File: config.mk
export PLATFORM = sky130hd
export DESIGN_NAME = gbn_ctrl
export DESIGN_NICKNAME = d
export VERILOG_FILES = /design/src/rtl/core/gbn_pkg.sv /design/src/rtl/core/gbn_ctrl.sv
export SDC_FILE = /design/constraint.sdc
export NUM_CORES = 1
export LEC_CHECK = 0
export BUFFER_PORTS_ARGS = -buffer_cell sky130_fd_sc_hd__buf_2
export CAP_MARGIN = 15
export CORE_MARGIN = 2
export CORE_UTILIZATION = 45
export CTS_CLUSTER_DIAMETER = 40
export DETAILED_ROUTE_END_ITERATION = 8
export PLACE_DENSITY = 0.78
export SLEW_MARGIN = 5
export SYNTH_ARGS = -nofsm -noshare
export SYNTH_HDL_FRONTEND = slang
export SYNTH_SLANG_ARGS = --single-unit
export TNS_END_PERCENT = 5
File: constraint.sdc
create_clock -name clk_i -period 2.05 [get_ports clk_i]
set_clock_uncertainty 0.15 [all_clocks]
set_input_delay 0.1025 -clock clk_i [delete_from_list [all_inputs] [get_ports clk_i]]
set_output_delay 0.1025 -clock clk_i [all_outputs]
set_load 0.1 [all_outputs]
File: src/rtl/core/gbn_pkg.sv
`timescale 1ns / 1ps
package gbn_pkg;

  localparam int unsigned GBN_MAX_BOXES = 64;
  localparam int unsigned COORD_W       = 16;
  localparam int unsigned CORNER_W      = 4 * COORD_W;
  localparam int unsigned ATTR_W        = 56;
  localparam int unsigned LIMIT_W       = 17;
  localparam logic [LIMIT_W-1:0] LIMIT_RESET = 17'd29491;

  // Commands from the controller to the datapath.
  typedef struct packed {
    logic take;          // latch the last flag and load the pointer with the count
    logic store;         // write the request into the box stores
    logic ord_rd_prev;   // read order entry at pointer minus one
    logic ord_rd_cur;    // read order entry at pointer
    logic ord_wr_shift;  // move the entry just read to the pointer position
    logic ord_wr_new;    // place the new request at the pointer position
    logic ptr_dec;
    logic ptr_inc;
    logic ptr_clr;
    logic cnt_inc;
    logic cnt_clr;
    logic crn_rd;        // read candidate corners by the slot from the order store
    logic kidx_clr;
    logic kidx_inc;
    logic kept_rd;       // read kept entry at kidx; during suppression it also starts the overlap test
    logic kept_wr;       // append candidate to the kept list
    logic kept_clr;
    logic attr_rd;       // read attributes by the slot from the kept entry
    logic out_load;
  } gbn_cmd_t;

  typedef struct packed {
    logic full;
    logic cnt_zero;
    logic ptr_zero;
    logic ptr_at_cnt;
    logic kidx_at_kept;
    logic ins_lower;
    logic last_set;
    logic iou_done;
    logic iou_supp;
    logic out_busy;
  } gbn_status_t;

endpackage

File: src/rtl/core/gbn_ctrl.sv
`timescale 1ns / 1ps
module gbn_ctrl (
  input  logic                clk_i,
  input  logic                rst_ni,
  input  logic                in_valid_i,
  input  logic                last_box_i,
  output logic                in_stall_o,
  input  gbn_pkg::gbn_status_t status_i,
  output gbn_pkg::gbn_cmd_t    cmd_o
);
  import gbn_pkg::*;

  typedef enum logic [3:0] {
    IDLE,
    INS_CHECK,
    INS_CMP,
    INS_PLACE,
    SUP_START,
    SUP_RD_ORD,
    SUP_RD_CRN,
    SUP_KRD,
    SUP_IOU,
    SUP_KEEP,
    EMIT_RD,
    EMIT_ATTR,
    EMIT_LOAD,
    EMIT_WAIT
  } state_e;

  state_e state_q, state_d;
  gbn_cmd_t cmd;

  always_comb begin
    state_d = state_q;
    cmd     = '0;
    unique case (state_q)
      IDLE: begin
        if (in_valid_i) begin
          cmd.take = 1'b1;
          if (!status_i.full) begin
            cmd.store = 1'b1;
            state_d   = INS_CHECK;
          end else if (last_box_i) begin
            state_d = SUP_START;
          end
        end
      end
      INS_CHECK: begin
        if (status_i.ptr_zero) begin
          state_d = INS_PLACE;
        end else begin
          cmd.ord_rd_prev = 1'b1;
          state_d         = INS_CMP;
        end
      end
      INS_CMP: begin
        if (status_i.ins_lower) begin
          cmd.ord_wr_shift = 1'b1;
          cmd.ptr_dec      = 1'b1;
          state_d          = INS_CHECK;
        end else begin
          state_d = INS_PLACE;
        end
      end
      INS_PLACE: begin
        cmd.ord_wr_new = 1'b1;
        cmd.cnt_inc    = 1'b1;
        state_d        = status_i.last_set ? SUP_START : IDLE;
      end
      SUP_START: begin
        cmd.ptr_clr  = 1'b1;
        cmd.kept_clr = 1'b1;
        state_d      = status_i.cnt_zero ? IDLE : SUP_RD_ORD;
      end
      SUP_RD_ORD: begin
        if (status_i.ptr_at_cnt) begin
          cmd.kidx_clr = 1'b1;
          state_d      = EMIT_RD;
        end else begin
          cmd.ord_rd_cur = 1'b1;
          state_d        = SUP_RD_CRN;
        end
      end
      SUP_RD_CRN: begin
        cmd.crn_rd   = 1'b1;
        cmd.kidx_clr = 1'b1;
        state_d      = SUP_KRD;
      end
      SUP_KRD: begin
        if (status_i.kidx_at_kept) begin
          state_d = SUP_KEEP;
        end else begin
          cmd.kept_rd = 1'b1;
          state_d     = SUP_IOU;
        end
      end
      SUP_IOU: begin
        if (status_i.iou_done) begin
          if (status_i.iou_supp) begin
            cmd.ptr_inc = 1'b1;
            state_d     = SUP_RD_ORD;
          end else begin
            cmd.kidx_inc = 1'b1;
            state_d      = SUP_KRD;
          end
        end
      end
      SUP_KEEP: begin
        cmd.kept_wr = 1'b1;
        cmd.ptr_inc = 1'b1;
        state_d     = SUP_RD_ORD;
      end
      EMIT_RD: begin
        if (status_i.kidx_at_kept) begin
          cmd.cnt_clr = 1'b1;
          state_d     = IDLE;
        end else begin
          cmd.kept_rd = 1'b1;
          state_d     = EMIT_ATTR;
        end
      end
      EMIT_ATTR: begin
        cmd.attr_rd = 1'b1;
        state_d     = EMIT_LOAD;
      end
      EMIT_LOAD: begin
        cmd.out_load = 1'b1;
        state_d      = EMIT_WAIT;
      end
      EMIT_WAIT: begin
        if (!status_i.out_busy) begin
          cmd.kidx_inc = 1'b1;
          state_d      = EMIT_RD;
        end
      end
      default: state_d = IDLE;
    endcase
  end

  always_ff @(posedge clk_i or negedge rst_ni) begin
    if (!rst_ni) begin
      state_q <= IDLE;
    end else begin
      state_q <= state_d;
    end
  end

  assign cmd_o      = cmd;
  assign in_stall_o = (state_q != IDLE);

  // The overlap pipeline only reports while the controller waits for it.
  a_iou_done_waits: assert property (@(posedge clk_i) disable iff (!rst_ni)
    status_i.iou_done |-> state_q == SUP_IOU)
    else $error("overlap result outside of the wait state");

  // A new result is never loaded over one that is still pending.
  a_no_overwrite: assert property (@(posedge clk_i) disable iff (!rst_ni)
    cmd.out_load |-> !status_i.out_busy)
    else $error("output register overwritten");

  // Once a set is closed, no request is taken until all results are out.
  a_stall_emit: assert property (@(posedge clk_i) disable iff (!rst_ni)
    state_q == EMIT_WAIT |-> in_stall_o)
    else $error("input taken during emission");

endmodule

==> results.toml <==
[status]
status = "finished clean"

[sta]
slew_violations = 0
period_minus_slack_ns = 1.979
period_share = 0.9655
finalHoldViolCount = 0
fmax_mhz = 505.2
setup_viol = 0
tightest_slew_ns = 0.5047
rsz0062_at_grt = "yes"
relSlewSlack = 0.6635
whs_ns = 0.06929

[die]
die_area_um2 = 1889
initial_core_util = 0.4706
io_pins = 34
core_um2 = 1489
rows = 14
die_y_um = 43.46
fp.dieW_um = 43.46

[clock_tree]
insertion_delay_ns = 0.24
htree_levels = 1
cts_buffers = 3
root_buffer = "clkbuf_4"
cts_setup_buffers = 0
cts.sinks = 4
clockBufferDepth = 2
cts_tree = "done"
clk_pin_slew_ns = 0.04

[logic_synthesis]
synth_fp_nets = 107
ys_seq_elements = 4
synth.area.mux_share = 0.01429
synthSimpleGateAreaFrac = 0.4089
syn_area_um2 = 700.7
synth_cell_types = 43
seq_area_frac_synth = 0.1429
async_flop_share = 1.000
syn_inst = 93
synth_top_family_by_area = "simple AND/OR/NAND/NOR gates"
synth_ff_type = "dfrtp_1"
synthTopCellsByArea = "dfrtp_1 (14%), buf_6 (6.4%), nor2_1 (6.4%), a21oi_1 (5.0%), nand2b_1 (4.5%)"
synth_xor_area_frac = 0
syn_avg_cell_area_um2 = 7.534
synth-edff-count = 0
synth-compound-area-share = 0.2643
synth.top_cell.area_share = 0.1429
synth_top_area_cell = "dfrtp_1"
yosysWarnings = 0
synth_fa_ha_area_frac = 0

[placement]
place_congestion = 0.8374
portBuffers = 33
dp_hpwl_um = 1590
place_inst = 136

[final_layout]
largest-register = "state_q"
largest_reg_flops = 4
area_growth_pct = 71.79
drive_gt1_frac = 0.4839
stdcell_count = 140
top_regs = "state_q: 4 flops"
fillers = 83
antenna_cells = 0
final_net_count = 140

[worst_setup_path]
critical_path_buf_inv_count = 2
crit_family = "flip-flops"
cp_cell_sequence = "buf_4, nand2b_1, nor3_2, buf_12"
worst_setup_path_start_kind = "flip-flop"
end_kind = "primary output"
max_stage_delay_ns = 0.52
worstSetupPathType = "flip-flop to primary output"
critical_path_arrival_ns = 1.73
critPathRequiredTime_ns = 1.80
worstPathMaxFanout = 20
slowest_stage = "dfrtp_2"

[drt]
drc = 0
wl_per_cell_um = 14.27
dr_total_vias = 818
ant_nets = 0
drtPass1Iterations = 4
drtIter0Drc = 27
viasPerCell = 5.843
wirelength_um = 1998

[grt]
antenna_found_initial = 0
grt_max_degree = 21
grt_pass1_vias = 815
grt_pass1_wl_um = 3298
grt-ovfl-total = 0
track_usage = 0.2288

[worst_hold_path]
hp-class = "input port to async pin"

[job]
drv_cap = 0
[cell usage after synthesis (2+ instances only)]
master / number
nor2_1: 12
a21oi_1: 7
nor3_1: 6
inv_1: 5
nand2b_1: 5
and3_1: 4
buf_4: 4
buf_6: 4
dfrtp_1: 4
nand2_1: 3
and2_1: 2
buf_2: 2
nand3_1: 2
nor3b_1: 2
o21ai_0: 2
or2b_1: 2
[placed cells by master (no fill, tap or decap), types with 2 or more instances in the layout]
master and instances:
inv_1 5, nor3_4 2, and3_1 3, nor3_2 3
a21oi_1 7, nand2_1 3, o21ai_0 2, buf_12 19
nor2_1 11, nand2b_1 5, clkbuf_4 3, buf_4 5
and2_1 2, dfrtp_1 3, or2b_1 2, buf_2 14
nand3_1 2
[repair_timing]
| action | 4_1_cts | 5_1_grt |
|---|---|---|
| setup endpoints to repair | 3 | 3 |
| hold endpoints to repair | 4 | 0 |
| gates resized for setup | 1 | 1 |
| pin swaps | 0 | 0 |
| hold buffers | 1 | 0 |
[stage by stage]
step / util / setup TNS [ns] / setup WS [ns] / area [um2]
2_1_floorplan: - / -2.180 / -0.3559 / 760.7
3_3_place_gp: 0.7849 / 0 / 0.2750 / 1169
3_5_place_dp: 0.7849 / 0 / 0.1379 / 1169
4_1_cts: 0.8076 / 0 / 0.07020 / 1202
5_1_grt: 0.8084 / -0.006095 / -0.006095 / 1204
6_report: 0.8084 / 0 / 0.07067 / 1204
[cell families after synthesis]
logic type,Yosys count
simple gates,47
flops,4
buf+inv,16
compound gates,25
mux,1
[worst paths after layout]
check / endpoint / slack, ns / cells past startpoint / from
max: cmd_o[11] / 0.07 / 4 / state_q[2]$_DFFE_PN0P_
min: state_q[3]$_DFFE_PN0P_ / 0.07 / 2 / rst_ni
max reg2reg: state_q[0]$_DFFE_PN0P_ / 0.24 / 5 / state_q[2]$_DFFE_PN0P_
min reg2reg: state_q[1]$_DFFE_PN0P_ / 0.66 / 2 / state_q[0]$_DFFE_PN0P_
max in group asynchronous: state_q[2]$_DFFE_PN0P_ / 1.55 / 2 / rst_ni
min in group clk_i: state_q[3]$_DFFE_PN0P_ / 0.16 / 4 / status_i[0]
[area by class of cell]
| class | count | area, um2 | share of cell area |
|---|---|---|---|
| clock buffer | 3 | 22.52 | 0.01871 |
| inverter | 5 | 18.77 | 0.01559 |
| multi-input combinational | 73 | 543.0 | 0.4511 |
| timing repair buffer | 39 | 498.0 | 0.4137 |
| sequential | 4 | 101.3 | 0.08420 |
| tap | 16 | 20.02 | 0.01663 |
[routing by layer]
metal,up-vias,track usage,part of all wire
met5,-,0,0
met4,0,0.1333,0.018
met3,5,0.05000,0.065
met2,44,0.4119,0.55
met1,374,0.2423,0.36
li1,395,-,-
Power is left out: the tool's default activity adds up to more than one toggle a clock period on the data nets, which glitch-free logic cannot reach.
